## src/sv/npf_ram.sv

```systemverilog
// ----------------------------------------------------------------------------
// npf_ram: generic single-port-write, single-port-read memory
// One write and one registered read per cycle; read data holds without rd_en.
// ----------------------------------------------------------------------------
module npf_ram #(
	parameter int WIDTH = 8,
	parameter int DEPTH = 32,
	localparam int AW = $clog2(DEPTH)
) (
	input  logic             clk,
	input  logic             wr_en,
	input  logic [AW-1:0]    wr_addr,
	input  logic [WIDTH-1:0] wr_data,
	input  logic             rd_en,
	input  logic [AW-1:0]    rd_addr,
	output logic [WIDTH-1:0] rd_data
);

	logic [WIDTH-1:0] mem_q [DEPTH];
	logic [WIDTH-1:0] rd_data_q;

	// write port
	always_ff @(posedge clk) begin
		if (wr_en) begin
			mem_q[wr_addr] <= wr_data;
		end
	end

	// registered read port
	always_ff @(posedge clk) begin
		if (rd_en) begin
			rd_data_q <= mem_q[rd_addr];
		end
	end

	assign rd_data = rd_data_q;

endmodule

```

## config.mk

```make
export PLATFORM = sky130hd
export DESIGN_NAME = npf_ram
export DESIGN_NICKNAME = d
export VERILOG_FILES = /design/src/sv/npf_ram.sv
export SDC_FILE = /design/constraint.sdc
export NUM_CORES = 1
export LEC_CHECK = 0
export BUFFER_PORTS_ARGS = -buffer_cell sky130_fd_sc_hd__buf_2
export CELL_PAD_IN_SITES_DETAIL_PLACEMENT = 1
export CELL_PAD_IN_SITES_GLOBAL_PLACEMENT = 1
export CORE_AREA = 2 2 181 148
export DETAILED_ROUTE_END_ITERATION = 16
export DIE_AREA = 0 0 183 150
export PLACE_DENSITY = 0.6
export SLEW_MARGIN = 10
export SYNTH_ARGS = -nofsm -noshare
export SYNTH_HDL_FRONTEND = slang
export SYNTH_SLANG_ARGS = --single-unit
```

## constraint.sdc

```tcl
create_clock -name clk -period 3.5 [get_ports clk]
set_clock_uncertainty 0.1 [all_clocks]
set_input_delay 0.525 -clock clk [delete_from_list [all_inputs] [get_ports clk]]
set_output_delay 0.525 -clock clk [all_outputs]
set_load 0.05 [all_outputs]
```

==> impl_metrics.json <==
{
  "via_count": 4609,
  "status": "finished clean",
  "internal_power_mw": 5.40,
  "power_leakage_nw": 3.66,
  "rsz0062_at_grt": "no",
  "finalMaxSlewViolations": 0,
  "wl_per_cell_um": 28.0,
  "timing.setup.tns_ps": 0,
  "core-area_um2": 25700,
  "cts_hold_buf": 0,
  "cts_resized": 0,
  "drt-total-wl_um": 23100,
  "cpMaxStageDelayCell": "mux4_2",
  "viasPerCell": 5.57,
  "netlist_top_cells_area": "edfxtp_1, mux4_2, nor2_1, mux2_2, buf_4",
  "syn_nets": 438,
  "maxCapViolCount": 0,
  "cts_buffers": 28,
  "cts_root_buffer": "clkbuf_16",
  "clock_path_buffers": 3,
  "place_congestion": 0.765,
  "yosysWarnings": 0,
  "grt_max_degree": 33,
  "grt_overflow": 0,
  "insertion_delay_ps": 530,
  "grt_pass1_vias": 4745,
  "grt_use_met1_pct": 27.4,
  "p_seq_share_pct": 52.2,
  "yosys.area.top_type": "edfxtp_1",
  "dieWidth_um": 183,
  "grt_pass1_wl_um": 33900,
  "fill_cells": 2339,
  "p_sw_mw": 1.39,
  "initial_core_util_pct": 39.4,
  "clk_pin_slew_ps": 60,
  "register_area_um2": 7930,
  "syn_inst": 417,
  "worst_pin_slew_ps": 1020,
  "syn_area_um2": 10100,
  "netlist_top_cells_count": "edfxtp_1, mux4_2, nor2_1, mux2_2",
  "first_pass_iters": 5,
  "antenna_found_initial": 0,
  "max_freq_ghz": 0.447,
  "cts_tree": "built",
  "p_comb_share_pct": 5.3,
  "swShare_pct": 20.4,
  "diodes": 0,
  "min_period_ps": 2240,
  "grt_util_all_layers_pct": 17.4,
  "area_growth_pct": 15.3,
  "irDropWorstVdd_mv": 0.364,
  "p_clk_share_pct": 42.4,
  "crit_chain": "buf_2 -> buf_12 -> mux4_2 -> mux4_2 -> mux2_2",
  "portBuffers": 28,
  "powerDensity_nw_per_um2": 581,
  "worstHoldPathType": "input pin to register",
  "postRouteAntennaNets": 0,
  "postCtsSetupRepairBufs": 0,
  "crit_path_start_kind": "input pin",
  "worstPathArrival_ps": 2420,
  "path_common_cell": "mux4_2",
  "synth_top_area_share_pct": 78.2,
  "clock_sinks": 264,
  "cpPeakStageDelay_ps": 540,
  "grt-busiest-layer": "met1",
  "ys.flop_type": "edfxtp_1",
  "yosysUniqueCellTypes": 14,
  "finalHoldViolCount": 0,
  "final_core_utilization_pct": 45.4,
  "row_count": 53,
  "worstSetupPathType": "input pin to register",
  "die_area_um2": 27500,
  "synth-edff-count": 264,
  "setup_viol_count_final": 0,
  "ys_seq_elements": 264,
  "synth_seq_area_share_pct": 78.2,
  "fin_crit_sh_pct": 63.9,
  "drive_gt1_share_pct": 35.5,
  "htreeDepth": 1,
  "grt_use_met2_pct": 25.7,
  "drt_iter0_drc": 512,
  "fin_nets": 497,
  "dp_hpwl_um": 14500,
  "postSynthAreaPerCell_um2": 24.3,
  "met3_usage_pct": 2.85,
  "die_h_um": 150,
  "maxSlewHeadroom_pct": 31.7,
  "multiInputGateArea_um2": 2100,
  "io_pins": 29,
  "drc": 0,
  "cp.required_ps": 3680,
  "path_max_fanout": 24,
  "worstSetupEndpointType": "register",
  "synth.most_common_cell": "edfxtp_1",
  "synthArstFlopShare_pct": 0
}
[cells by family (layout without fill, tap and decap cells)]
logic type | Yosys count | after routing | share of synthesized area [%]
buffers and inverters | 20 | 101 | 1.05
multiplexers | 88 | 88 | 18.7
AND/OR/NAND/NOR | 45 | 45 | 2.05
flip-flops | 264 | 264 | 78.2
[per-stage QoR]
| step | instance area (um2) | std cells | power, mW | worst slack, ps | hold slack [ps] |
|---|---|---|---|---|---|
| final | 11700 | 828 | 6.79 | 1260 | 280 |
| after global routing | 11700 | 828 | 6.98 | 1230 | 284 |
| after CTS | 11700 | 828 | 6.86 | 1240 | 270 |
| after detailed placement | 10800 | 776 | 3.98 | 680 | 824 |
| after global placement | 10800 | 776 | 3.97 | 669 | 829 |
| after floorplan | 10100 | 417 | 3.82 | 933 | 524 |
[path summary, 6_finish.rpt]
kind	endpoint	start	cells after the start	slack (ps)
worst max register to register	rd_data[2]$_DFFE_PP_	mem_q[28][2]$_DFFE_PP_	3	1440
worst min register to register	rd_data[1]$_DFFE_PP_	mem_q[21][1]$_DFFE_PP_	3	890
worst max-delay path	rd_data[2]$_DFFE_PP_	rd_addr[2]	5	1260
worst min-delay path	rd_data[1]$_DFFE_PP_	rd_en	1	280
[placed cells by master, fill, tap and decap left out]
cell type  synthesis  routed
buf_2              1      27
bufinv_16          0       3
clkinv_1           0       7
mux2_2             8       8
clkbuf_1           6       8
nand3b_1           5       5
buf_12             0       4
clkinv_2           0       5
nor2_1            33      33
or3_1              1       1
nand3_1            2       2
buf_4              6      18
or3b_2             3       3
edfxtp_1         264     264
mux4_2            80      80
clkbuf_16          0      29
nand2_1            1       1
[critical path, delay by kind of cell]
family / cells / cell delay, ps
muxes: 3 / 1210
buffers and inverters: 2 / 660
[sequential cells by signal, indices dropped and copies added, names as in the netlist]
register  cells
mem_q       256
rd_data       8
[per-layer routing]
layer	wire length, um	vias up
li1	-	1904
met1	11000	2508
met2	10400	164
met3	1320	33
met4	435	0
met5	0	-
[power groups by stage]
stage	sequential, mW	clock (mW)	combinational (mW)
2_1_floorplan	3.64	0	0.188
3_3_place_gp	3.61	0	0.360
3_5_place_dp	3.61	0	0.368
4_1_cts	3.55	2.94	0.371
5_1_grt	3.55	3.04	0.387
6_report	3.55	2.88	0.363
[cell type report]
cell class	count	area share [%]
flip-flops and latches	264	67.8
well taps	330	3.53
clock inverters	15	1.21
multi-input cells	133	18.0
clock buffers	37	6.47
repair buffers	49	3.00
No activity file was read; power rests on OpenSTA's default activity.
