## config.mk

```make
export PLATFORM = sky130hd
export DESIGN_NAME = npf_cell
export DESIGN_NICKNAME = d
export VERILOG_FILES = /design/src/sv/npf_pkg.sv /design/src/sv/npf_cell.sv
export SDC_FILE = /design/constraint.sdc
export NUM_CORES = 1
export LEC_CHECK = 0
export ABC_AREA = 1
export BUFFER_PORTS_ARGS = -buffer_cell sky130_fd_sc_hd__buf_4
export CAP_MARGIN = 15
export CORE_AREA = 3 3 40 42
export CTS_BUF_LIST = sky130_fd_sc_hd__clkbuf_8
export CTS_CLUSTER_SIZE = 8
export DETAILED_ROUTE_END_ITERATION = 7
export DIE_AREA = 0 0 43 45
export SYNTH_ARGS = -nofsm -noshare
export SYNTH_HDL_FRONTEND = slang
export SYNTH_SLANG_ARGS = --single-unit
```

## constraint.sdc

```tcl
create_clock -name clk -period 1.5 [get_ports clk]
set_clock_uncertainty 0.05 [all_clocks]
set_input_delay 0 -clock clk [delete_from_list [all_inputs] [get_ports clk]]
set_output_delay 0 -clock clk [all_outputs]
set_load 0.05 [all_outputs]
```

## src/sv/npf_pkg.sv

```systemverilog
// ----------------------------------------------------------------------------
// npf_pkg: shared types and constants of the nested section profiler
// Request and status codes, sequencer states, field widths, the interval cap
// and the packed per-metric statistics record.
// ----------------------------------------------------------------------------
package npf_pkg;

	// field widths of the request and response channels
	localparam int REQ_W      = 2;
	localparam int METRIC_W   = 5;
	localparam int TIME_W     = 48;
	localparam int STATUS_W   = 3;
	localparam int SUM_W      = 64;
	localparam int RUN_W      = 30;
	localparam int CNT_W      = 32;
	localparam int DEPTH_OUT_W = 4;

	// default sizing
	localparam int STACK_DEPTH_DEF  = 8;
	localparam int METRIC_COUNT_DEF = 32;

	// every interval and every run saturates at 600 s
	localparam logic [RUN_W-1:0] CAP_US = 30'd600_000_000;

	typedef enum logic [REQ_W-1:0] {
		REQ_PUSH = 2'd0,
		REQ_POP  = 2'd1,
		REQ_READ = 2'd2,
		REQ_NOP  = 2'd3
	} req_type_t;

	typedef enum logic [STATUS_W-1:0] {
		ST_OK    = 3'd0,
		ST_FULL  = 3'd1,
		ST_EMPTY = 3'd2,
		ST_RANGE = 3'd3,
		ST_DUP   = 3'd4
	} status_t;

	// what the sequencer does with an accepted request
	typedef enum logic [1:0] {
		OP_RESP = 2'd0,
		OP_PUSH = 2'd1,
		OP_POP  = 2'd2,
		OP_READ = 2'd3
	} op_t;

	typedef enum logic [1:0] {
		S_IDLE = 2'd0,
		S_LOAD = 2'd1,
		S_FOLD = 2'd2,
		S_UPD  = 2'd3
	} state_t;

	// shift control for the row of stack cells
	typedef struct packed {
		logic push;
		logic pop;
	} stk_ctl_t;

	// completed-run statistics of one metric
	typedef struct packed {
		logic [SUM_W-1:0] total;
		logic [RUN_W-1:0] longest;
		logic [CNT_W-1:0] runs;
	} stats_t;

endpackage

```

## src/sv/npf_cell.sv

```systemverilog
// ----------------------------------------------------------------------------
// npf_cell: one entry of the open-section stack
// Holds one metric index, shifts toward the bottom on push and toward the top
// on pop, and compares its entry against the pushed metric.
// ----------------------------------------------------------------------------
module npf_cell import npf_pkg::*; #(
	parameter int MW = 5
) (
	input  logic          clk,
	input  stk_ctl_t      ctl,
	input  logic [MW-1:0] from_up,
	input  logic [MW-1:0] from_dn,
	input  logic [MW-1:0] key,
	input  logic          occupied,
	output logic [MW-1:0] value,
	output logic          hit
);

	logic [MW-1:0] val_q;

	// shift with the neighbors
	always_ff @(posedge clk) begin
		if (ctl.push) begin
			val_q <= from_up;
		end else if (ctl.pop) begin
			val_q <= from_dn;
		end
	end

	// duplicate detect on an occupied entry
	assign hit   = occupied && (val_q == key);
	assign value = val_q;

endmodule

```

==> impl_metrics.sql, run 1 <==
INSERT INTO impl_metrics (metric_group, metric, value, unit) VALUES
('outcome', 'outcome', 'complete, but fails checks', ''),
('outcome', 'failed_checks', 'hold timing', ''),
('critical_path', 'cp_data_arrival_time', '1.29', 'ns'),
('route', 'detailedRoute.firstIterationViolations', '0', ''),
('cts', 'clock-root-buffer', 'sky130_fd_sc_hd__clkbuf_8', ''),
('die', 'starting_density_of_the_core', '24.0', '%'),
('critical_path', 'worst_path_class_setup', 'primary input to flip-flop', ''),
('route', 'vias_per_cell', '3.89', ''),
('cts', 'clk_path_buf_depth', '2', ''),
('route', 'drt.antenna.violating_nets', '0', ''),
('synthesis', 'ys_seq_area_share', '48.8', '%'),
('power_and_ir_drop', 'p_leak', '0.326', 'nW'),
('route', 'post-route-drc-count', '0', ''),
('sta', 'min_period_over_period', '91.9', '%'),
('global_route', 'track_usage', '8.63', '%'),
('sta', 'final.min_clock_period', '1.38', 'ns'),
('cts', 'post_cts_buffers', '0', ''),
('synthesis', 'post_synth_inst_count', '43', ''),
('power_and_ir_drop', 'switching_share', '28.5', '%'),
('sta', 'setup-violations-final', '0', ''),
('cts', 'cts_tree', 'yes', ''),
('sta', 'maximum_clock_frequency', '726', 'MHz'),
('synthesis', 'synth_area_per_cell', '7.16', 'µm²'),
('cts', 'cts.reportedPaths.clkPinSlew', '0.03', 'ns'),
('synthesis', 'postSynthNetCount', '62', ''),
('synthesis', 'yosys_warnings', '0', ''),
('route', 'wirelength', '686', 'µm'),
('die', 'floorplan_die_height', '45', 'µm'),
('cts', 'cts.hold.buffers_added', '4', ''),
('synthesis', 'synth.cell_area', '308', 'µm²'),
('global_route', 'grt_max_degree', '8', ''),
('placement', 'detailedPlace.worstSlack', '0.501', 'ns'),
('die', 'die-area', '1940', 'µm²'),
('global_route', 'number_of_global_route_vias_before_repair', '347', ''),
('finish', 'layout.cells.most_common_list', 'sky130_fd_sc_hd__nand2_1, sky130_fd_sc_hd__buf_4, sky130_fd_sc_hd__inv_1, sky130_fd_sc_hd__edfxtp_1, sky130_fd_sc_hd__dlygate4sd3_1', ''),
('die', 'core_area', '1280', 'µm²'),
('finish', 'layout.cells.most_common', 'sky130_fd_sc_hd__nand2_1', ''),
('finish', 'utilization', '46.1', '%'),
('sta', 'hold_violations', '1', ''),
('global_route', 'grt_remaining_overflow', '0', ''),
('sta', 'whs', '-0.000774', 'ns'),
('sta', 'worst_slew_margin_rel', '90.0', '%'),
('sta', 'rsz_0062_raised_after_global_routing', 'no', ''),
('power_and_ir_drop', 'combinationalPowerShare', '29.0', '%'),
('placement', 'io_buffers', '24', ''),
('critical_path', 'critical_path_peak_fanout', '1', ''),
('power_and_ir_drop', 'cell_internal_pwr', '425', 'µW'),
('finish', 'largest_register_ffs', '5', ''),
('route', 'avgRoutedWirePerCell', '7.62', 'µm'),
('power_and_ir_drop', 'power.net_switching', '169', 'µW'),
('route', 'num_vias', '350', ''),
('global_route', 'grt_pass1_wl', '1.19', 'mm'),
('finish', 'filler_cell_count', '136', ''),
('die', 'die_w', '43', 'µm'),
('global_route', 'antenna_violations_before_repair', '0', ''),
('power_and_ir_drop', 'powerDensity', '1000', 'nW/µm²'),
('cts', 'clock-sinks', '5', ''),
('synthesis', 'synth_cell_types', '7', ''),
('critical_path', 'crit_required', '1.42', 'ns'),
('hold_path', 'worst_hold_path_type', 'primary input to flip-flop', ''),
('sta', 'setup_slack', '0.122', 'ns'),
('die', 'num_rows', '13', ''),
('synthesis', 'yosys_register_bits', '5', ''),
('finish', 'finalNetCount', '95', ''),
('power_and_ir_drop', 'seqPwrFrac', '30.9', '%'),
('sta', 'maxSlewViolCount', '0', ''),
('placement', 'routabilityCongestion', '0.634', ''),
('finish', 'insertedDiodeCount', '0', ''),
('critical_path', 'cp-end-kind', 'flip-flop', ''),
('sta', 'max_slew.worst_pin.slew', '0.151', 'ns'),
('cts', 'cts_inserted_buffers', '3', ''),
('cts', 'cts_htree_levels', '1', ''),
('critical_path', 'worst_setup_path_start_kind', 'primary input', ''),
('power_and_ir_drop', 'irDropWorstVdd', '441', 'µV'),
('sta', 'final.setup.tns', '0', 'ns'),
('power_and_ir_drop', 'power.clock.fraction', '40.1', '%'),
('cts', 'ctsResizeCount', '0', ''),
('finish', 'ratio_of_cells_with_drive_above_1_in_the_final_layout', '38.7', '%'),
('route', 'drt_pre_antenna_iters', '1', ''),
('finish', 'syn_to_final_growth', '92.3', '%'),
('die', 'floorplan.io_pins', '25', ''),
('flow_run', 'maxCapViolCount', '0', '');
==> layer usage <==
metal | share of wire [%] | vias up | global-route usage (%)
met4 | 3.4 | 0 | 7.23
met3 | 12 | 3 | 2.39
met2 | 54 | 20 | 17.4
met1 | 31 | 136 | 6.63
li1 | - | 191 | -
met5 | 0 | - | 0
==> cells in the mapped netlist <==
cell type,instances,area (µm²)
sky130_fd_sc_hd__edfxtp_1,5,150
sky130_fd_sc_hd__nor2_2,1,6.26
sky130_fd_sc_hd__inv_1,6,22.5
sky130_fd_sc_hd__xnor2_1,2,17.5
sky130_fd_sc_hd__or2_2,1,6.26
sky130_fd_sc_hd__nand2_1,25,93.8
sky130_fd_sc_hd__nor2_1,3,11.3
==> critical path, stage by stage <==
cell	delay, ns
sky130_fd_sc_hd__dlygate4sd3_1	0.54
sky130_fd_sc_hd__buf_4	0.13
sky130_fd_sc_hd__nand2_1	0.05
sky130_fd_sc_hd__nand2_1	0.04
sky130_fd_sc_hd__dlygate4sd3_1	0.54
==> final timing paths <==
check	from	endpoint	slack, ns	depth (start not counted)
setup / recovery	from_dn[0]	value[0]	0.12	5
hold / removal	from_up[1]	value[1]	-0.0008	3
==> power groups by stage <==
stage | clock (mW) | combinational [mW] | sequential (mW)
2_1_floorplan | 0 | 0.0425 | 0.238
6_report | 0.239 | 0.172 | 0.184
3_3_place_gp | 0 | 0.165 | 0.185
5_1_grt | 0.263 | 0.187 | 0.185
4_1_cts | 0.244 | 0.174 | 0.184
3_5_place_dp | 0 | 0.165 | 0.186
==> kinds of logic after synthesis <==
| kind of cell | after synthesis | synth area share [%] |
|---|---|---|
| and+or+nand+nor | 30 | 38.2 |
| xor gates and xnor gates | 2 | 5.69 |
| buffers and inverters | 6 | 7.32 |
| DFF | 5 | 48.8 |
==> through the flow <==
stage	area, µm²	std cells	power (mW)
6_report	592	90	0.594
5_1_grt	592	90	0.636
4_1_cts	592	90	0.602
3_5_place_dp	507	82	0.351
3_3_place_gp	507	82	0.350
2_1_floorplan	308	43	0.281
==> final cells by class <==
cell class / count / area, µm² / area share [%]
flip-flops and latches: 5 / 150 / 25.4
well taps: 15 / 18.8 / 3.17
clock buffers: 3 / 41.3 / 6.98
repair buffers: 28 / 220 / 37.2
clock inverters: 1 / 3.75 / 0.634
inverters: 6 / 22.5 / 3.81
multi-input cells: 32 / 135 / 22.8
(Power assumes the default switching activity.)
==> inputs of run 2 (changes only) <==
--- a/config.mk
+++ b/config.mk
@@ -8,11 +8,11 @@
 export ABC_AREA = 1
 export BUFFER_PORTS_ARGS = -buffer_cell sky130_fd_sc_hd__buf_4
 export CAP_MARGIN = 15
-export CORE_AREA = 3 3 40 42
+export CORE_AREA = 2 2 39 41
 export CTS_BUF_LIST = sky130_fd_sc_hd__clkbuf_8
 export CTS_CLUSTER_SIZE = 8
 export DETAILED_ROUTE_END_ITERATION = 7
-export DIE_AREA = 0 0 43 45
+export DIE_AREA = 0 0 41 43
 export SYNTH_ARGS = -nofsm -noshare
 export SYNTH_HDL_FRONTEND = slang
 export SYNTH_SLANG_ARGS = --single-unit
==> constraint.sdc (replaced) <==
create_clock -name clk -period 1.3 [get_ports clk]
set_clock_uncertainty 0.05 [all_clocks]
set_input_delay 0 -clock clk [delete_from_list [all_inputs] [get_ports clk]]
set_output_delay 0 -clock clk [all_outputs]
set_load 0.05 [all_outputs]
==> run 2 against run 1 <==
Compared with the run above: the flow now finishes without violations; critical path depth is 1 higher; clock-buffer cell count unchanged; sequential power grew 15%; via count is 0.29% higher; worst hold slack better by 0.0051 ns; core utilization shrank 3.3 points; worst setup slack lost 0.039 ns; die area down 8.9%; sequential share of layout area is the same; cell area unchanged; clock power is 15% higher.
==> impl_metrics.sql, run 2 (same netlist as run 1, synthesis figures left out) <==
INSERT INTO impl_metrics (metric_group, metric, value, unit) VALUES
('die', 'starting_density_of_the_core', '22.2', '%'),
('finish', 'filler_cell_count', '147', ''),
('die', 'die_w', '41', 'µm'),
('cts', 'cts_htree_levels', '1', ''),
('critical_path', 'crit_required', '1.25', 'ns'),
('finish', 'finalNetCount', '94', ''),
('cts', 'post_cts_buffers', '0', ''),
('sta', 'worst_slew_margin_rel', '90.1', '%'),
('power_and_ir_drop', 'p_leak', '0.322', 'nW'),
('route', 'wirelength', '677', 'µm'),
('sta', 'max_slew.worst_pin.slew', '0.150', 'ns'),
('die', 'floorplan.io_pins', '25', ''),
('finish', 'layout.cells.most_common_list', 'sky130_fd_sc_hd__nand2_1, sky130_fd_sc_hd__buf_4, sky130_fd_sc_hd__inv_1, sky130_fd_sc_hd__edfxtp_1', ''),
('placement', 'routabilityCongestion', '0.666', ''),
('hold_path', 'worst_hold_path_type', 'primary input to flip-flop', ''),
('flow_run', 'maxCapViolCount', '0', ''),
('finish', 'finalInstanceArea', '592', 'µm²'),
('cts', 'cts.reportedPaths.clkPinSlew', '0.04', 'ns'),
('critical_path', 'cp-end-kind', 'primary output', ''),
('power_and_ir_drop', 'irDropWorstVdd', '452', 'µV'),
('sta', 'hold_violations', '0', ''),
('route', 'post-route-drc-count', '0', ''),
('power_and_ir_drop', 'powerDensity', '1160', 'nW/µm²'),
('finish', 'syn_to_final_growth', '92.3', '%'),
('global_route', 'grt_remaining_overflow', '0', ''),
('sta', 'final.min_clock_period', '1.22', 'ns'),
('global_route', 'grt_pass1_wl', '952', 'µm'),
('placement', 'dp_cells', '83', ''),
('die', 'core_area', '1380', 'µm²'),
('global_route', 'grt_max_degree', '8', ''),
('finish', 'finish.cell_count_without_fillers', '90', ''),
('finish', 'insertedDiodeCount', '0', ''),
('route', 'detailedRoute.firstIterationViolations', '3', ''),
('finish', 'layout.cells.most_common', 'sky130_fd_sc_hd__nand2_1', ''),
('critical_path', 'crit_end', 'hit', ''),
('global_route', 'antenna_violations_before_repair', '0', ''),
('sta', 'maximum_clock_frequency', '822', 'MHz'),
('route', 'avgRoutedWirePerCell', '7.52', 'µm'),
('die', 'num_rows', '14', ''),
('critical_path', 'worst_setup_path_start_kind', 'flip-flop', ''),
('cts', 'cts_inserted_buffers', '3', ''),
('route', 'drt.antenna.violating_nets', '0', ''),
('route', 'vias_per_cell', '3.90', ''),
('global_route', 'track_usage', '8.90', '%'),
('cts', 'clock-root-buffer', 'sky130_fd_sc_hd__clkbuf_8', ''),
('placement', 'io_buffers', '24', ''),
('placement', 'place_area', '513', 'µm²'),
('sta', 'rsz_0062_raised_after_global_routing', 'no', ''),
('critical_path', 'cp_data_arrival_time', '1.17', 'ns'),
('cts', 'clock-sinks', '5', ''),
('route', 'num_vias', '351', ''),
('sta', 'maxSlewViolCount', '0', ''),
('global_route', 'number_of_global_route_vias_before_repair', '265', ''),
('critical_path', 'critical_path_peak_fanout', '3', ''),
('outcome', 'outcome', 'completed', ''),
('route', 'drt_pre_antenna_iters', '2', ''),
('die', 'floorplan_die_height', '43', 'µm'),
('sta', 'min_period_over_period', '93.6', '%'),
('critical_path', 'worst_setup_startpoint', 'value[3]', ''),
('cts', 'cts_tree', 'yes', ''),
('finish', 'ratio_of_cells_with_drive_above_1_in_the_final_layout', '39.2', '%'),
('cts', 'clk_path_buf_depth', '2', ''),
('die', 'die-area', '1760', 'µm²'),
('finish', 'largest_register_ffs', '5', ''),
('sta', 'setup-violations-final', '0', ''),
('critical_path', 'worst_path_class_setup', 'flip-flop to primary output', '');
## run 2: cell types whose count changed in the layout (fill, tap and decap cells not counted), sizes merged
cell / delta
dlygate4sd3: -1
## run 2: critical path, stage by stage (launching register included)
cell	delay [ns]
sky130_fd_sc_hd__edfxtp_1	0.40
sky130_fd_sc_hd__nand2_1	0.09
sky130_fd_sc_hd__nand2_1	0.05
sky130_fd_sc_hd__nor2_1	0.09
sky130_fd_sc_hd__nand2_1	0.08
sky130_fd_sc_hd__nor2_4	0.08
sky130_fd_sc_hd__buf_6	0.15
## run 2: timing repair
| action | 4_1_cts | 5_1_grt |
|---|---|---|
| setup endpoints to repair | 0 | 1 |
| endpoints found under the hold margin | 3 | 0 |
| resized for setup | 0 | 1 |
| hold buffers | 3 | 0 |
## run 2: area by class of cell
cell class	instances	area, µm²	area share (%)
clock buffers	3	41.3	6.98
inverters	6	22.5	3.81
flip-flops and latches	5	150	25.4
clock inverters	1	3.75	0.634
well taps	16	20.0	3.38
multi-input cells	32	140	23.7
repair buffers	27	214	36.2
## run 2: worst min path at each step
stage          startpoint  endpoint  cells past startpoint
5_1_grt        from_up[1]  value[1]                      3
4_1_cts        from_dn[0]  value[0]                      3
3_5_place_dp   from_dn[4]  value[4]                      3
3_3_place_gp   from_dn[0]  value[0]                      3
2_1_floorplan  from_dn[0]  value[0]                      2
6_report       from_dn[0]  value[0]                      3
## run 2: through the flow
step	TNS, ns	hold WS [ns]	total power [mW]	worst slack [ns]	utilization (%)
2_1_floorplan	-0.00958	0.129	0.327	-0.00958	-
3_3_place_gp	0	0.220	0.405	0.298	37.1
3_5_place_dp	0	0.219	0.407	0.266	37.1
4_1_cts	0	0.000762	0.696	0.0317	42.5
5_1_grt	0	0.00536	0.720	0.0116	42.8
6_report	0	0.00437	0.685	0.0830	42.8
## run 2: where the power goes
group	internal [mW]	switching, mW	leakage [nW]
combinational	0.0861	0.114	0.244
sequential	0.200	0.0104	0.0515
clock	0.202	0.0731	0.0269
## run 2: routing by layer
metal	vias up	GRT usage, %	share of wire, %
met4	0	12.0	0
li1	189	-	-
met2	20	11.3	48
met5	-	0	0
met3	0	3.66	15
met1	142	8.88	37
==> inputs of run 3 (changes only) <==
--- a/config.mk
+++ b/config.mk
@@ -13,6 +13,8 @@
 export CTS_CLUSTER_SIZE = 8
 export DETAILED_ROUTE_END_ITERATION = 7
 export DIE_AREA = 0 0 41 43
+export HOLD_SLACK_MARGIN = 0.05
 export SYNTH_ARGS = -nofsm -noshare
 export SYNTH_HDL_FRONTEND = slang
 export SYNTH_SLANG_ARGS = --single-unit
+export TNS_END_PERCENT = 30
==> run 3 against run 2 <==
Compared with the run above: core utilization up 5.1 points; largest cell class unchanged; global-route usage rose by 0.91 points; worst hold slack better by 0.052 ns; die area did not move.
==> impl_metrics.sql, run 3 (same netlist as run 1, synthesis figures left out) <==
INSERT INTO impl_metrics (metric_group, metric, value, unit) VALUES
('hold_path', 'hold_start', 'ctl[1]', ''),
('sta', 'maximum_clock_frequency', '822', 'MHz'),
('sta', 'hold_violations', '0', ''),
('hold_path', 'worst_hold_path_type', 'primary input to flip-flop', ''),
('global_route', 'grt_remaining_overflow', '0', ''),
('critical_path', 'crit_path_max_incr_delay', '0.40', 'ns'),
('finish', 'filler_cell_count', '139', ''),
('die', 'num_rows', '14', ''),
('cts', 'cts_tree', 'yes', ''),
('finish', 'finalNetCount', '101', ''),
('die', 'die_w', '41', 'µm'),
('finish', 'area_of_the_multi_input_gates', '140', 'µm²'),
('global_route', 'antenna_violations_before_repair', '0', ''),
('power_and_ir_drop', 'p_leak', '0.352', 'nW'),
('route', 'vias_per_cell', '3.94', ''),
('critical_path', 'worst_path_class_setup', 'flip-flop to primary output', ''),
('finish', 'layout.cells.most_common_list', 'sky130_fd_sc_hd__nand2_1, sky130_fd_sc_hd__buf_4, sky130_fd_sc_hd__dlygate4sd3_1, sky130_fd_sc_hd__inv_1, sky130_fd_sc_hd__edfxtp_1', ''),
('global_route', 'track_usage', '9.81', '%'),
('route', 'avgRoutedWirePerCell', '7.91', 'µm'),
('critical_path', 'crit_top_cell', 'sky130_fd_sc_hd__nand2_1', ''),
('die', 'core_area', '1380', 'µm²'),
('cts', 'clock-root-buffer', 'sky130_fd_sc_hd__clkbuf_8', ''),
('die', 'floorplan.io_pins', '25', ''),
('power_and_ir_drop', 'irDropWorstVdd', '465', 'µV'),
('finish', 'register_area', '150', 'µm²'),
('power_and_ir_drop', 'powerDensity', '1060', 'nW/µm²'),
('die', 'floorplan_die_height', '43', 'µm'),
('cts', 'cts_inserted_buffers', '3', ''),
('critical_path', 'crit_required', '1.25', 'ns'),
('cts', 'post_cts_buffers', '0', ''),
('critical_path', 'cp_slowest_cell', 'sky130_fd_sc_hd__edfxtp_1', ''),
('sta', 'rsz_0062_raised_after_global_routing', 'no', ''),
('placement', 'place_area', '513', 'µm²'),
('route', 'detailedRoute.firstIterationViolations', '4', ''),
('critical_path', 'critical_path_peak_fanout', '3', ''),
('finish', 'layout.cells.most_common', 'sky130_fd_sc_hd__nand2_1', ''),
('sta', 'whs', '0.0562', 'ns'),
('global_route', 'grt_pass1_wl', '1.07', 'mm'),
('cts', 'clk_path_buf_depth', '2', ''),
('sta', 'setup-violations-final', '0', ''),
('cts', 'clock-sinks', '5', ''),
('finish', 'syn_to_final_growth', '115', '%'),
('die', 'die-area', '1760', 'µm²'),
('placement', 'routabilityCongestion', '0.666', ''),
('route', 'wirelength', '767', 'µm'),
('route', 'num_vias', '382', ''),
('outcome', 'outcome', 'completed', ''),
('cts', 'cts.reportedPaths.clkPinSlew', '0.03', 'ns'),
('critical_path', 'worst_setup_path_start_kind', 'flip-flop', ''),
('placement', 'detailedPlace.worstSlack', '0.266', 'ns'),
('finish', 'largest_register_ffs', '5', ''),
('placement', 'io_buffers', '24', ''),
('route', 'post-route-drc-count', '0', ''),
('sta', 'max_slew.worst_pin.slew', '0.150', 'ns'),
('critical_path', 'cp-end-kind', 'primary output', ''),
('sta', 'min_period_over_period', '93.6', '%'),
('critical_path', 'cp_data_arrival_time', '1.17', 'ns'),
('cts', 'cts_htree_levels', '1', ''),
('die', 'starting_density_of_the_core', '22.2', '%'),
('finish', 'utilization', '47.8', '%'),
('critical_path', 'path_cells', 'nand2_1 -> nand2_1 -> nor2_1 -> nand2_1 -> nor2_4 -> buf_6', ''),
('sta', 'maxSlewViolCount', '0', ''),
('sta', 'worst_slew_margin_rel', '90.1', '%'),
('route', 'drt.antenna.violating_nets', '0', ''),
('route', 'drt_pre_antenna_iters', '2', ''),
('finish', 'ratio_of_cells_with_drive_above_1_in_the_final_layout', '35.8', '%'),
('finish', 'finalInstanceArea', '662', 'µm²'),
('global_route', 'number_of_global_route_vias_before_repair', '306', ''),
('flow_run', 'maxCapViolCount', '0', ''),
('hold_path', 'worstHoldEndpoint', 'value[3]', ''),
('global_route', 'grt_max_degree', '8', ''),
('sta', 'final.min_clock_period', '1.22', 'ns'),
('hold_path', 'holdPathStages', '3', ''),
('sta', 'setup_slack', '0.0837', 'ns'),
('power_and_ir_drop', 'totalPowerFinal', '702', 'µW'),
('finish', 'insertedDiodeCount', '0', '');
run 3: changes by cell type in the layout (fill, tap and decap cells not counted):
cell	previous run	this run
sky130_fd_sc_hd__dlygate4sd3_1	3	10
run 3: layer usage:
layer  track usage (%)  vias up  wire length, µm
met2              14.7       20              389
met5                 0        -                0
met1              8.22      158              271
li1                  -      204                -
met3              3.66        0              106
met4              12.0        0                0
run 3: where the power goes:
part	internal, mW	switching (mW)
combinational	0.0998	0.118
sequential	0.200	0.0104
clock	0.202	0.0721
total	0.502	0.200
run 3: area by class of cell:
cell class,instances,share of cell area (%)
Clock buffer,3,6.24
Clock inverter,1,0.567
Inverter,6,3.40
Multi-Input combinational cell,32,21.2
Sequential cell,5,22.7
Tap cell,16,3.02
Timing Repair Buffer,34,42.9
run 3: worst max-delay path by stage:
stage / from / cells past startpoint / endpoint / slack, ns
finish: value[3] / 6 / hit / 0.08
global route: value[3] / 6 / hit / 0.01
CTS: value[3] / 6 / hit / 0.03
detailed placement: value[3] / 6 / hit / 0.27
global placement: value[3] / 6 / hit / 0.30
floorplan: value[0] / 6 / hit / -0.01
run 3: through the flow:
stage / cells / setup TNS (ns)
6_report: 97 / 0
5_1_grt: 97 / 0
4_1_cts: 97 / 0
3_5_place_dp: 83 / 0
3_3_place_gp: 83 / 0
2_1_floorplan: 43 / -0.00958
run 3: what timing repair did:
| action | CTS | global route |
|---|---|---|
| hold endpoints to repair | 5 | 0 |
| hold buffers | 10 | 0 |
| gates resized for setup | 0 | 1 |
| endpoints found under the setup margin | 0 | 1 |
run 3: critical path: cells and delay by family (launching register included):
kind | cells | cell delay [ns]
and+or+nand+nor | 5 | 0.39
DFF | 1 | 0.40
buffers and inverters | 1 | 0.15
